--- src/rtl/scu_pkg.sv ---
// ============================================================================
// scu_pkg
// Shared constants and types of the sector cache tag / LRU / dirty controller.
// ============================================================================
`default_nettype none

package scu_pkg;

    // Default geometry
    localparam int CACHE_SLOTS_DEF = 64;
    localparam int SECTOR_BITS_DEF = 32;

    // Fixed port widths
    localparam int CMD_W    = 2;
    localparam int ACT_W    = 2;
    localparam int SLOT_W   = 6;
    localparam int SECTOR_W = 32;

    // Command codes
    localparam logic [CMD_W-1:0] CMD_READ  = 2'd0;
    localparam logic [CMD_W-1:0] CMD_WRITE = 2'd1;
    localparam logic [CMD_W-1:0] CMD_TICK  = 2'd2;

    // Result action codes
    localparam logic [ACT_W-1:0] ACT_GRANT     = 2'd0;
    localparam logic [ACT_W-1:0] ACT_WRITEBACK = 2'd1;
    localparam logic [ACT_W-1:0] ACT_FILL      = 2'd2;

    // Sequencer states
    typedef enum logic [3:0] {
        ST_IDLE,
        ST_SCAN,
        ST_SCAN_END,
        ST_DECIDE,
        ST_WB_EMIT,
        ST_FILL,
        ST_GRANT,
        ST_TICK_SCAN,
        ST_TICK_EMIT
    } state_t;

    // Control of the tag scan unit
    typedef struct packed {
        logic clear;   // start of a new pass, drop earlier finds
        logic issue;   // a tag read is issued this cycle
    } scan_ctl_t;

    // Flags reported by the tag scan unit
    typedef struct packed {
        logic match_found;
        logic free_found;
    } scan_res_t;

endpackage

`default_nettype wire

--- src/rtl/scu_tag_ram.sv ---
// ============================================================================
// scu_tag_ram
// Single write port, single read port tag store with registered read data.
// ============================================================================
`default_nettype none

module scu_tag_ram #(
    parameter int DEPTH = scu_pkg::CACHE_SLOTS_DEF,
    parameter int WIDTH = scu_pkg::SECTOR_BITS_DEF,
    localparam int AW   = $clog2(DEPTH)
) (
    input  wire logic             clk,
    input  wire logic             wr_en,
    input  wire logic [AW-1:0]    wr_addr,
    input  wire logic [WIDTH-1:0] wr_data,
    input  wire logic             rd_en,
    input  wire logic [AW-1:0]    rd_addr,
    output logic      [WIDTH-1:0] rd_data
);

    logic [WIDTH-1:0] mem [DEPTH];

    // Write port
    always_ff @(posedge clk)
    begin
        if (wr_en)
        begin
            mem[wr_addr] <= wr_data;
        end
    end

    // Read port, data held until the next read
    always_ff @(posedge clk)
    begin
        if (rd_en)
        begin
            rd_data <= mem[rd_addr];
        end
    end

endmodule

`default_nettype wire

--- src/rtl/scu_recency.sv ---
// ============================================================================
// scu_recency
// Recency rank of each slot (0 = most recent) with registered promotion.
// ============================================================================
`default_nettype none

module scu_recency #(
    parameter int CACHE_SLOTS = scu_pkg::CACHE_SLOTS_DEF,
    localparam int IDX_W      = $clog2(CACHE_SLOTS)
) (
    input  wire logic             clk,
    input  wire logic             rst_n,
    input  wire logic             promote_en,
    input  wire logic [IDX_W-1:0] promote_slot,
    input  wire logic [IDX_W-1:0] promote_old,
    input  wire logic [IDX_W-1:0] rd_idx,
    output logic      [IDX_W-1:0] rd_rank,
    output logic                  rd_lru
);

    localparam logic [IDX_W-1:0] LAST_RANK = IDX_W'(CACHE_SLOTS - 1);

    logic [IDX_W-1:0] rank_reg  [CACHE_SLOTS];
    logic [IDX_W-1:0] rank_next [CACHE_SLOTS];

    // Promotion: ranks younger than the promoted slot age by one
    always_comb
    begin
        for (int i = 0; i < CACHE_SLOTS; i++)
        begin
            rank_next[i] = rank_reg[i];
            if (promote_en)
            begin
                if (promote_slot == IDX_W'(i))
                begin
                    rank_next[i] = '0;
                end
                else if (rank_reg[i] < promote_old)
                begin
                    rank_next[i] = rank_reg[i] + IDX_W'(1);
                end
            end
        end
    end

    // Rank lanes, reset to slot order
    always_ff @(posedge clk or negedge rst_n)
    begin
        if (!rst_n)
        begin
            for (int i = 0; i < CACHE_SLOTS; i++)
            begin
                rank_reg[i] <= IDX_W'(i);
            end
        end
        else
        begin
            rank_reg <= rank_next;
        end
    end

    // Readout for the scan unit
    assign rd_rank = rank_reg[rd_idx];
    assign rd_lru  = (rank_reg[rd_idx] == LAST_RANK);

endmodule

`default_nettype wire

--- src/rtl/scu_scan.sv ---
// ============================================================================
// scu_scan
// Shared compare unit: walks the tag store one slot per cycle and records the
// first matching slot, the first free slot and the least recent slot.
// ============================================================================
`default_nettype none

module scu_scan #(
    parameter int CACHE_SLOTS = scu_pkg::CACHE_SLOTS_DEF,
    parameter int SECTOR_BITS = scu_pkg::SECTOR_BITS_DEF,
    localparam int IDX_W      = $clog2(CACHE_SLOTS)
) (
    input  wire logic                   clk,
    input  wire logic                   rst_n,
    input  wire scu_pkg::scan_ctl_t     ctl,
    input  wire logic [IDX_W-1:0]       issue_idx,
    input  wire logic [SECTOR_BITS-1:0] key,
    input  wire logic [SECTOR_BITS-1:0] tag_rd,
    input  wire logic [CACHE_SLOTS-1:0] occupied,
    input  wire logic [IDX_W-1:0]       cmp_rank,
    input  wire logic                   cmp_lru,
    output logic      [IDX_W-1:0]       cmp_idx,
    output scu_pkg::scan_res_t          res,
    output logic      [IDX_W-1:0]       match_idx,
    output logic      [IDX_W-1:0]       match_rank,
    output logic      [IDX_W-1:0]       free_idx,
    output logic      [IDX_W-1:0]       free_rank,
    output logic      [IDX_W-1:0]       lru_idx
);

    logic             cmp_valid_reg;
    logic [IDX_W-1:0] cmp_idx_reg;
    logic             match_found_reg;
    logic             free_found_reg;
    logic             lru_found_reg;
    logic [IDX_W-1:0] match_idx_reg;
    logic [IDX_W-1:0] match_rank_reg;
    logic [IDX_W-1:0] free_idx_reg;
    logic [IDX_W-1:0] free_rank_reg;
    logic [IDX_W-1:0] lru_idx_reg;
    logic             cmp_occ;
    logic             hit_now;

    assign cmp_occ = occupied[cmp_idx_reg];
    assign hit_now = cmp_valid_reg && cmp_occ && (tag_rd == key);

    // Compare stage registers the issue so that it lines up with the registered tag read
    always_ff @(posedge clk or negedge rst_n)
    begin
        if (!rst_n)
        begin
            cmp_valid_reg <= 1'b0;
            cmp_idx_reg   <= '0;
        end
        else
        begin
            cmp_valid_reg <= ctl.issue;
            cmp_idx_reg   <= issue_idx;
        end
    end

    // First-find flags
    always_ff @(posedge clk or negedge rst_n)
    begin
        if (!rst_n)
        begin
            match_found_reg <= 1'b0;
            free_found_reg  <= 1'b0;
            lru_found_reg   <= 1'b0;
        end
        else if (ctl.clear)
        begin
            match_found_reg <= 1'b0;
            free_found_reg  <= 1'b0;
            lru_found_reg   <= 1'b0;
        end
        else
        begin
            if (hit_now)
            begin
                match_found_reg <= 1'b1;
            end
            if (cmp_valid_reg && !cmp_occ)
            begin
                free_found_reg <= 1'b1;
            end
            if (cmp_valid_reg && cmp_lru)
            begin
                lru_found_reg <= 1'b1;
            end
        end
    end

    // Captured slot indices and ranks
    always_ff @(posedge clk)
    begin
        if (ctl.clear)
        begin
            lru_idx_reg <= '0;
        end
        else
        begin
            if (hit_now && !match_found_reg)
            begin
                match_idx_reg  <= cmp_idx_reg;
                match_rank_reg <= cmp_rank;
            end
            if (cmp_valid_reg && !cmp_occ && !free_found_reg)
            begin
                free_idx_reg  <= cmp_idx_reg;
                free_rank_reg <= cmp_rank;
            end
            if (cmp_valid_reg && cmp_lru && !lru_found_reg)
            begin
                lru_idx_reg <= cmp_idx_reg;
            end
        end
    end

    assign cmp_idx         = cmp_idx_reg;
    assign res.match_found = match_found_reg;
    assign res.free_found  = free_found_reg;
    assign match_idx       = match_idx_reg;
    assign match_rank      = match_rank_reg;
    assign free_idx        = free_idx_reg;
    assign free_rank       = free_rank_reg;
    assign lru_idx         = lru_idx_reg;

endmodule

`default_nettype wire

--- src/rtl/sector_cache_lru_controller.sv ---
// ============================================================================
// sector_cache_lru_controller
// Tag, LRU and dirty controller of a fully associative write-back sector
// cache with one-sector read-ahead.
// ============================================================================
// Usage:
//   Input channel (in_valid/in_ready, command, sector) takes read, write and
//   write-back tick transactions. Output channel (out_valid/out_ready) returns
//   one transaction per action: write back, fill or grant; last marks the
//   final one of a request. in_ready is high only while the sequencer idles.
//   Every lookup walks the tag RAM one slot per cycle through its single
//   read port; a hit takes one pass and a miss two, the second for the
//   read-ahead sector, plus a write-back transaction per dirty victim. A
//   tick walks the dirty flags up to the last dirty slot and returns a
//   write-back per dirty slot; with nothing dirty it returns nothing and
//   in_ready stays high. Unknown commands are dropped.
//   Results sit in an output register; a stalled receiver holds the
//   sequencer in its emit state, nothing is lost.
//   Reset clears occupied and dirty flags and sets ranks to slot order
//   (slot 0 most recent); the tag RAM needs no clearing pass.
// ============================================================================
`default_nettype none

module sector_cache_lru_controller #(
    parameter int CACHE_SLOTS = scu_pkg::CACHE_SLOTS_DEF,
    parameter int SECTOR_BITS = scu_pkg::SECTOR_BITS_DEF
) (
    input  wire logic                         clk,
    input  wire logic                         rst_n,
    input  wire logic                         in_valid,
    output logic                              in_ready,
    input  wire logic [scu_pkg::CMD_W-1:0]    command,
    input  wire logic [scu_pkg::SECTOR_W-1:0] sector,
    output logic                              out_valid,
    input  wire logic                         out_ready,
    output logic      [scu_pkg::ACT_W-1:0]    action,
    output logic      [scu_pkg::SLOT_W-1:0]   slot,
    output logic      [scu_pkg::SECTOR_W-1:0] target_sector,
    output logic                              hit,
    output logic                              last
);

    localparam int IDX_W = $clog2(CACHE_SLOTS);
    localparam int CNT_W = $clog2(CACHE_SLOTS + 1);
    localparam logic [IDX_W-1:0] LAST_IDX = IDX_W'(CACHE_SLOTS - 1);

    // Sequencer registers
    scu_pkg::state_t          state_reg, state_next;
    logic [IDX_W-1:0]         idx_reg, idx_next;
    logic [scu_pkg::CMD_W-1:0] cmd_reg, cmd_next;
    logic [SECTOR_BITS-1:0]   key_reg, key_next;
    logic [SECTOR_BITS-1:0]   req_sector_reg, req_sector_next;
    logic [IDX_W-1:0]         req_slot_reg, req_slot_next;
    logic                     hit_reg, hit_next;
    logic                     ahead_reg, ahead_next;
    logic [IDX_W-1:0]         victim_reg, victim_next;
    logic [IDX_W-1:0]         victim_rank_reg, victim_rank_next;
    logic [CACHE_SLOTS-1:0]   occupied_reg, occupied_next;
    logic [CACHE_SLOTS-1:0]   dirty_reg, dirty_next;
    logic [CNT_W-1:0]         dirty_cnt_reg, dirty_cnt_next;

    // Output register
    logic                           out_valid_reg, out_valid_next;
    logic [scu_pkg::ACT_W-1:0]      out_action_reg, out_action_next;
    logic [scu_pkg::SLOT_W-1:0]     out_slot_reg, out_slot_next;
    logic [scu_pkg::SECTOR_W-1:0]   out_sector_reg, out_sector_next;
    logic                           out_hit_reg, out_hit_next;
    logic                           out_last_reg, out_last_next;

    // Submodule connections
    logic                   ram_wr_en;
    logic                   ram_rd_en;
    logic [IDX_W-1:0]       ram_rd_addr;
    logic [SECTOR_BITS-1:0] ram_rd_data;
    scu_pkg::scan_ctl_t     scan_ctl;
    scu_pkg::scan_res_t     scan_res;
    logic [IDX_W-1:0]       cmp_idx;
    logic [IDX_W-1:0]       cmp_rank;
    logic                   cmp_lru;
    logic [IDX_W-1:0]       match_idx;
    logic [IDX_W-1:0]       match_rank;
    logic [IDX_W-1:0]       free_idx;
    logic [IDX_W-1:0]       free_rank;
    logic [IDX_W-1:0]       lru_idx;
    logic                   promote_en;
    logic [IDX_W-1:0]       promote_slot;
    logic [IDX_W-1:0]       promote_old;
    logic                   out_free;
    logic                   in_accept;

    assign out_free  = !out_valid_reg || out_ready;
    assign in_ready  = (state_reg == scu_pkg::ST_IDLE);
    assign in_accept = in_valid && in_ready;

    // Tag store
    scu_tag_ram #(
        .DEPTH (CACHE_SLOTS),
        .WIDTH (SECTOR_BITS)
    ) u_tag_ram (
        .clk     (clk),
        .wr_en   (ram_wr_en),
        .wr_addr (victim_reg),
        .wr_data (key_reg),
        .rd_en   (ram_rd_en),
        .rd_addr (ram_rd_addr),
        .rd_data (ram_rd_data)
    );

    // Recency ranks
    scu_recency #(
        .CACHE_SLOTS (CACHE_SLOTS)
    ) u_recency (
        .clk          (clk),
        .rst_n        (rst_n),
        .promote_en   (promote_en),
        .promote_slot (promote_slot),
        .promote_old  (promote_old),
        .rd_idx       (cmp_idx),
        .rd_rank      (cmp_rank),
        .rd_lru       (cmp_lru)
    );

    // Shared scan / compare unit
    scu_scan #(
        .CACHE_SLOTS (CACHE_SLOTS),
        .SECTOR_BITS (SECTOR_BITS)
    ) u_scan (
        .clk        (clk),
        .rst_n      (rst_n),
        .ctl        (scan_ctl),
        .issue_idx  (idx_reg),
        .key        (key_reg),
        .tag_rd     (ram_rd_data),
        .occupied   (occupied_reg),
        .cmp_rank   (cmp_rank),
        .cmp_lru    (cmp_lru),
        .cmp_idx    (cmp_idx),
        .res        (scan_res),
        .match_idx  (match_idx),
        .match_rank (match_rank),
        .free_idx   (free_idx),
        .free_rank  (free_rank),
        .lru_idx    (lru_idx)
    );

    // Sequencer: next state and outputs
    always_comb
    begin
        state_next       = state_reg;
        idx_next         = idx_reg;
        cmd_next         = cmd_reg;
        key_next         = key_reg;
        req_sector_next  = req_sector_reg;
        req_slot_next    = req_slot_reg;
        hit_next         = hit_reg;
        ahead_next       = ahead_reg;
        victim_next      = victim_reg;
        victim_rank_next = victim_rank_reg;
        occupied_next    = occupied_reg;
        dirty_next       = dirty_reg;
        dirty_cnt_next   = dirty_cnt_reg;

        out_valid_next   = out_valid_reg && !out_ready;
        out_action_next  = out_action_reg;
        out_slot_next    = out_slot_reg;
        out_sector_next  = out_sector_reg;
        out_hit_next     = out_hit_reg;
        out_last_next    = out_last_reg;

        ram_wr_en        = 1'b0;
        ram_rd_en        = 1'b0;
        ram_rd_addr      = idx_reg;
        scan_ctl.clear   = 1'b0;
        scan_ctl.issue   = 1'b0;
        promote_en       = 1'b0;
        promote_slot     = victim_reg;
        promote_old      = victim_rank_reg;

        unique case (state_reg)
            scu_pkg::ST_IDLE:
            begin
                if (in_accept)
                begin
                    cmd_next        = command;
                    key_next        = sector[SECTOR_BITS-1:0];
                    req_sector_next = sector[SECTOR_BITS-1:0];
                    hit_next        = 1'b0;
                    ahead_next      = 1'b0;
                    idx_next        = '0;
                    unique case (command)
                        scu_pkg::CMD_READ, scu_pkg::CMD_WRITE:
                        begin
                            scan_ctl.clear = 1'b1;
                            state_next     = scu_pkg::ST_SCAN;
                        end
                        scu_pkg::CMD_TICK:
                        begin
                            if (dirty_cnt_reg != '0)
                            begin
                                state_next = scu_pkg::ST_TICK_SCAN;
                            end
                        end
                        default:
                        begin
                            state_next = scu_pkg::ST_IDLE;
                        end
                    endcase
                end
            end

            // Issue one tag read per cycle
            scu_pkg::ST_SCAN:
            begin
                ram_rd_en      = 1'b1;
                scan_ctl.issue = 1'b1;
                if (idx_reg == LAST_IDX)
                begin
                    state_next = scu_pkg::ST_SCAN_END;
                end
                else
                begin
                    idx_next = idx_reg + IDX_W'(1);
                end
            end

            // Last compare lands
            scu_pkg::ST_SCAN_END:
            begin
                state_next = scu_pkg::ST_DECIDE;
            end

            // Hit, free slot or eviction
            scu_pkg::ST_DECIDE:
            begin
                if (scan_res.match_found)
                begin
                    promote_en   = 1'b1;
                    promote_slot = match_idx;
                    promote_old  = match_rank;
                    if (!ahead_reg)
                    begin
                        req_slot_next = match_idx;
                        hit_next      = 1'b1;
                    end
                    state_next = scu_pkg::ST_GRANT;
                end
                else if (scan_res.free_found)
                begin
                    victim_next      = free_idx;
                    victim_rank_next = free_rank;
                    state_next       = scu_pkg::ST_FILL;
                end
                else
                begin
                    victim_next      = lru_idx;
                    victim_rank_next = LAST_IDX;
                    if (dirty_reg[lru_idx])
                    begin
                        ram_rd_en   = 1'b1;
                        ram_rd_addr = lru_idx;
                        state_next  = scu_pkg::ST_WB_EMIT;
                    end
                    else
                    begin
                        state_next = scu_pkg::ST_FILL;
                    end
                end
            end

            // Write back the evicted dirty slot
            scu_pkg::ST_WB_EMIT:
            begin
                if (out_free)
                begin
                    out_valid_next          = 1'b1;
                    out_action_next         = scu_pkg::ACT_WRITEBACK;
                    out_slot_next           = scu_pkg::SLOT_W'(victim_reg);
                    out_sector_next         = scu_pkg::SECTOR_W'(ram_rd_data);
                    out_hit_next            = 1'b0;
                    out_last_next           = 1'b0;
                    dirty_next[victim_reg]  = 1'b0;
                    dirty_cnt_next          = dirty_cnt_reg - CNT_W'(1);
                    state_next              = scu_pkg::ST_FILL;
                end
            end

            // Fill the victim slot and make it most recent
            scu_pkg::ST_FILL:
            begin
                if (out_free)
                begin
                    out_valid_next            = 1'b1;
                    out_action_next           = scu_pkg::ACT_FILL;
                    out_slot_next             = scu_pkg::SLOT_W'(victim_reg);
                    out_sector_next           = scu_pkg::SECTOR_W'(key_reg);
                    out_hit_next              = 1'b0;
                    out_last_next             = 1'b0;
                    ram_wr_en                 = 1'b1;
                    occupied_next[victim_reg] = 1'b1;
                    promote_en                = 1'b1;
                    if (!ahead_reg)
                    begin
                        // Requested sector done, look up the read-ahead sector
                        req_slot_next  = victim_reg;
                        key_next       = key_reg + SECTOR_BITS'(1);
                        ahead_next     = 1'b1;
                        idx_next       = '0;
                        scan_ctl.clear = 1'b1;
                        state_next     = scu_pkg::ST_SCAN;
                    end
                    else
                    begin
                        state_next = scu_pkg::ST_GRANT;
                    end
                end
            end

            // Final grant; a write marks the slot dirty
            scu_pkg::ST_GRANT:
            begin
                if (out_free)
                begin
                    out_valid_next  = 1'b1;
                    out_action_next = scu_pkg::ACT_GRANT;
                    out_slot_next   = scu_pkg::SLOT_W'(req_slot_reg);
                    out_sector_next = scu_pkg::SECTOR_W'(req_sector_reg);
                    out_hit_next    = hit_reg;
                    out_last_next   = 1'b1;
                    if (cmd_reg == scu_pkg::CMD_WRITE)
                    begin
                        dirty_next[req_slot_reg] = 1'b1;
                        if (!dirty_reg[req_slot_reg])
                        begin
                            dirty_cnt_next = dirty_cnt_reg + CNT_W'(1);
                        end
                    end
                    state_next = scu_pkg::ST_IDLE;
                end
            end

            // Tick: walk dirty flags, read tag of each dirty slot
            scu_pkg::ST_TICK_SCAN:
            begin
                if (dirty_reg[idx_reg])
                begin
                    ram_rd_en  = 1'b1;
                    state_next = scu_pkg::ST_TICK_EMIT;
                end
                else if (idx_reg == LAST_IDX)
                begin
                    state_next = scu_pkg::ST_IDLE;
                end
                else
                begin
                    idx_next = idx_reg + IDX_W'(1);
                end
            end

            scu_pkg::ST_TICK_EMIT:
            begin
                if (out_free)
                begin
                    out_valid_next       = 1'b1;
                    out_action_next      = scu_pkg::ACT_WRITEBACK;
                    out_slot_next        = scu_pkg::SLOT_W'(idx_reg);
                    out_sector_next      = scu_pkg::SECTOR_W'(ram_rd_data);
                    out_hit_next         = 1'b0;
                    out_last_next        = (dirty_cnt_reg == CNT_W'(1));
                    dirty_next[idx_reg]  = 1'b0;
                    dirty_cnt_next       = dirty_cnt_reg - CNT_W'(1);
                    if ((dirty_cnt_reg == CNT_W'(1)) || (idx_reg == LAST_IDX))
                    begin
                        state_next = scu_pkg::ST_IDLE;
                    end
                    else
                    begin
                        idx_next   = idx_reg + IDX_W'(1);
                        state_next = scu_pkg::ST_TICK_SCAN;
                    end
                end
            end

            default:
            begin
                state_next = scu_pkg::ST_IDLE;
            end
        endcase
    end

    // Control state
    always_ff @(posedge clk or negedge rst_n)
    begin
        if (!rst_n)
        begin
            state_reg     <= scu_pkg::ST_IDLE;
            idx_reg       <= '0;
            ahead_reg     <= 1'b0;
            occupied_reg  <= '0;
            dirty_reg     <= '0;
            dirty_cnt_reg <= '0;
            out_valid_reg <= 1'b0;
        end
        else
        begin
            state_reg     <= state_next;
            idx_reg       <= idx_next;
            ahead_reg     <= ahead_next;
            occupied_reg  <= occupied_next;
            dirty_reg     <= dirty_next;
            dirty_cnt_reg <= dirty_cnt_next;
            out_valid_reg <= out_valid_next;
        end
    end

    // Payload registers
    always_ff @(posedge clk)
    begin
        cmd_reg         <= cmd_next;
        key_reg         <= key_next;
        req_sector_reg  <= req_sector_next;
        req_slot_reg    <= req_slot_next;
        hit_reg         <= hit_next;
        victim_reg      <= victim_next;
        victim_rank_reg <= victim_rank_next;
        out_action_reg  <= out_action_next;
        out_slot_reg    <= out_slot_next;
        out_sector_reg  <= out_sector_next;
        out_hit_reg     <= out_hit_next;
        out_last_reg    <= out_last_next;
    end

    assign out_valid     = out_valid_reg;
    assign action        = out_action_reg;
    assign slot          = out_slot_reg;
    assign target_sector = out_sector_reg;
    assign hit           = out_hit_reg;
    assign last          = out_last_reg;

endmodule

`default_nettype wire

--- config.mk ---
export PLATFORM = sky130hd
export DESIGN_NAME = sector_cache_lru_controller
export DESIGN_NICKNAME = d
export VERILOG_FILES = /design/src/rtl/scu_pkg.sv /design/src/rtl/scu_tag_ram.sv /design/src/rtl/scu_recency.sv /design/src/rtl/scu_scan.sv /design/src/rtl/sector_cache_lru_controller.sv
export SDC_FILE = /design/constraint.sdc
export NUM_CORES = 2
export LEC_CHECK = 0
export ABC_AREA = 1
export BUFFER_PORTS_ARGS = -buffer_cell sky130_fd_sc_hd__buf_2
export CORE_MARGIN = 4
export CORE_UTILIZATION = 37
export CTS_CLUSTER_DIAMETER = 30
export DETAILED_ROUTE_END_ITERATION = 16
export GPL_ROUTABILITY_DRIVEN = 0
export HOLD_SLACK_MARGIN = 0.05
export MAX_ROUTING_LAYER = met4
export REMOVE_ABC_BUFFERS = 1
export SYNTH_ARGS = -nofsm -noshare
export SYNTH_HDL_FRONTEND = slang
export SYNTH_SLANG_ARGS = --single-unit
--- constraint.sdc ---
create_clock -name clk -period 7.2 [get_ports clk]
set_input_delay 0 -clock clk [delete_from_list [all_inputs] [get_ports clk]]
set_output_delay 0 -clock clk [all_outputs]
set_load 0.02 [all_outputs]
==> impl_results.md <==
* Outcome: completed
* DRT Pass-1 Iters at 9
* FILL cells at 34600
* R2R Path End: u_tag_ram.rd_data[22]
* Endpoints failing setup at 0
* Min-delay src: out_ready
* Reg-to-reg startpoint: u_scan.lru_idx[0]
* I/O Buffers at 81
* H-tree depth at 6
* Grt total ovfl at 0
* Commonest cells after routing, fill and taps aside: nand2_1, nand3_1, edfxtp_1
* Hold Path Cell Cnt at 5
* CTS root buf: clkbuf_16
* Final wirelength at 442000 microns
* Worst R2R Path Depth at 21
* Dpl cells at 18900
* Vias in the first global route at 100000
* Post-Synth Adder-Cell Area at 3.56%
* Top FF cell, synth: edfxtp_1
* Post-synth EDFFs at 2231
* Fin nets at 15000
* First DRT Iteration DRCs at 12600
* WL/cell at 22.1 microns
* Core footprint at 0.369 sq mm
* Post-Synth Simple-Gate Area at 20.8%
* Synth warn at 0
* RSZ-0062 raised after global routing: no
* DIE HEIGHT at 617 microns
* CP arrival at 6310 ps
* Hold Crit Class: input pin to register
* Setup ws final at 1770 ps
* Tot Pwr at 0.0662 W
* Complex-gate fraction of the synthesized area at 6.75%
* Worst setup path category: register to register
* Leading cell type in the layout, fill and taps excluded: nand2_1
* Antenna violations before repair at 23
* FP Rows at 223
* Hpwl dp at 250000 microns
* CTS sink cnt at 2778
* Period utilisation layout at 75.4%
* Syn_area_per_cell at 9.60 sq um
* Max IR drop VDD at 0.278 mV
* TritonCTS clock tree: done
* Area after DPL at 0.143 sq mm
* Cell Pwr Density at 405 mW/mm^2
* Reg2Reg Setup Slack at 1770 ps
* Gr usage total at 23.2%
* Mapped Area at 0.137 sq mm
* Largest net degree at the start of global routing at 153
* Pre-CTS setup slack at 2010 ps
* Lkg Pwr at 67.0 nW
* Register Area at 0.0809 sq mm
* Design Area, Final at 0.164 sq mm
* Syn Inst Count at 14300
* DR vias at 107000
* Crit path cell chain: buf_4 -> inv_4 -> nand2_1 -> nand3_1 -> nand3_1 -> nand2_1 -> nand2_1 -> nand3_1 -> nand3_1 -> nand2_2 -> nand2_2 -> nand2_1 -> nand2_8 -> inv_8 -> buf_12 -> nand3_1 -> nand3_1 -> nand3_1 -> nand3_1 -> nand3_1 -> nand2_1
* Setup Skew at 80.6 ps
* Relative max-transition margin at 11.5%
* Post-route ant nets at 0
* CP peak stage delay at 740 ps
* Die W at 617 microns
* Non-filler cells, final at 20000
* Slew of the pin with the lowest slew margin at 1310 ps
* Worst-path maximum fanout at 96
* Layout area overhead at 19.4%
* # DRC at 0
* Vias/cell at 5.32
* Clock Path Buffers at 4
* Max_cap viols at 0
* Final Hold Fails at 0
* Crit. End Element: register
* First-pass GRT wire length at 655000 microns
* Number of I/O pins at 82
* Max FFs per register at 2048
* Sequential-to-total area share from yosys stat at 59.0%
* Initial Util at 37.1%
* Async S/R FF share, synth at 19.5%
* Clock-pin slew on the worst setup and hold paths at 50 ps
* Max Slew Vio Count at 0
* Skew-Pair Late Insertion Delay at 1020 ps
* Crit-path slowest cell: inv_8
* Req. time, crit path at 8070 ps
* Resized Gates After CTS at 0
* Fmax at 0.184 GHz
* Post-Synth XOR/XNOR Area at 1.37%
* Most numerous cell on the critical path: nand3_1
* Synth cell types at 70
* Share of cells above drive strength 1 at 11.5%
* Worst Hold End: out_valid
* Die area at 0.380 sq mm
* Post-synthesis register bit count at 2778
* CTS Buf Count at 582
* Main combinational cell family by area after synthesis: simple AND/OR/NAND/NOR gates
* CP Launch Type: register
* Hold_ws at 136 ps
* Multi-input logic area at 0.0452 sq mm
* Post-synthesis mux area share at 0.0365%
* Tmin final at 5430 ps
report_power, final:
part           leakage [nW]  total (W)  switching [W]  internal, W
registers              26.5     0.0227        0.00159       0.0211
clock network          9.43     0.0263        0.00883       0.0175
logic                  31.1     0.0173         0.0126      0.00465
total                  67.0     0.0662         0.0230       0.0432
stage by stage:
step                setup TNS, ps  util (%)
finish                          0      44.3
global route                    0      44.3
CTS                             0      44.3
detailed placement              0      38.9
global placement                0      38.9
floorplan                 -342050         -
what timing repair did:
item	CTS	global route
buffers inserted	0	0
hold endpoints to repair	452	0
hold buffers	73	0
worst max-delay path: cells and delay by family, from the launching register on:
kind / cells / cell delay (ps)
simple gates: 17 / 2850
buf+inv: 4 / 1750
flops: 1 / 480
how the worst max path moves through the flow:
stage | start | to | slack [ps] | depth (start not counted)
6_report | u_scan.lru_idx[0] | u_tag_ram.rd_data[22] | 1770 | 21
4_1_cts | u_scan.lru_idx[0] | u_tag_ram.rd_data[22] | 2070 | 21
3_3_place_gp | u_scan.lru_idx[0] | u_tag_ram.rd_data[22] | 2060 | 21
3_5_place_dp | u_scan.lru_idx[0] | u_tag_ram.rd_data[22] | 2010 | 21
2_1_floorplan | u_scan.lru_idx[0] | u_tag_ram.rd_data[17] | -8690 | 17
5_1_grt | u_scan.lru_idx[0] | u_tag_ram.rd_data[22] | 1570 | 21
synthesized netlist by cell type (23+ instances only):
library cell,instances,area share (%)
a21boi_0,25,0.14
a21oi_1,339,1.2
a221oi_1,34,0.22
a22oi_1,36,0.20
buf_1,29,0.079
buf_2,327,1.2
buf_4,90,0.49
clkbuf_1,201,0.55
dfrtp_1,349,6.4
dfstp_2,192,3.7
edfxtp_1,2231,49
ha_1,390,3.6
inv_1,2135,5.8
inv_2,67,0.18
nand2_1,3102,8.5
nand3_1,2239,8.2
nand3b_1,191,1.0
nand4_1,75,0.34
nor2_1,450,1.2
nor2_2,32,0.15
nor3_1,123,0.45
nor3b_1,27,0.15
o21a_1,37,0.20
o21ai_0,902,3.3
o21ai_1,27,0.099
o221ai_1,25,0.16
o22ai_1,115,0.53
o31ai_1,23,0.13
or2_2,48,0.22
xnor2_1,29,0.19
xor2_1,186,1.2
area by class of cell:
cell class	instances	area share (%)
Timing Repair Buffer	397	2.10
Sequential cell	2778	49.5
Clock buffer	707	9.63
Antenna cell	18	0.0275
Tap cell	4950	3.79
Multi-Input combinational cell	8627	27.6
Clock inverter	346	2.25
Inverter	2213	5.10
logic make-up after synthesis:
kind of cell    Yosys count
flops                  2778
simple gates           6364
buf+inv                2869
xor+xnor                215
fa+ha+maj               390
mux                       5
compound gates         1653
routing by layer:
metal / global-route usage [%] / share of wire [%] / up-vias
met5: - / 0 / -
met4: 10.6 / 4.8 / 0
met3: 4.14 / 9.1 / 1160
met2: 35.2 / 45 / 5173
met1: 30.3 / 41 / 51300
li1: - / - / 48900
(Power assumes the default switching activity.)
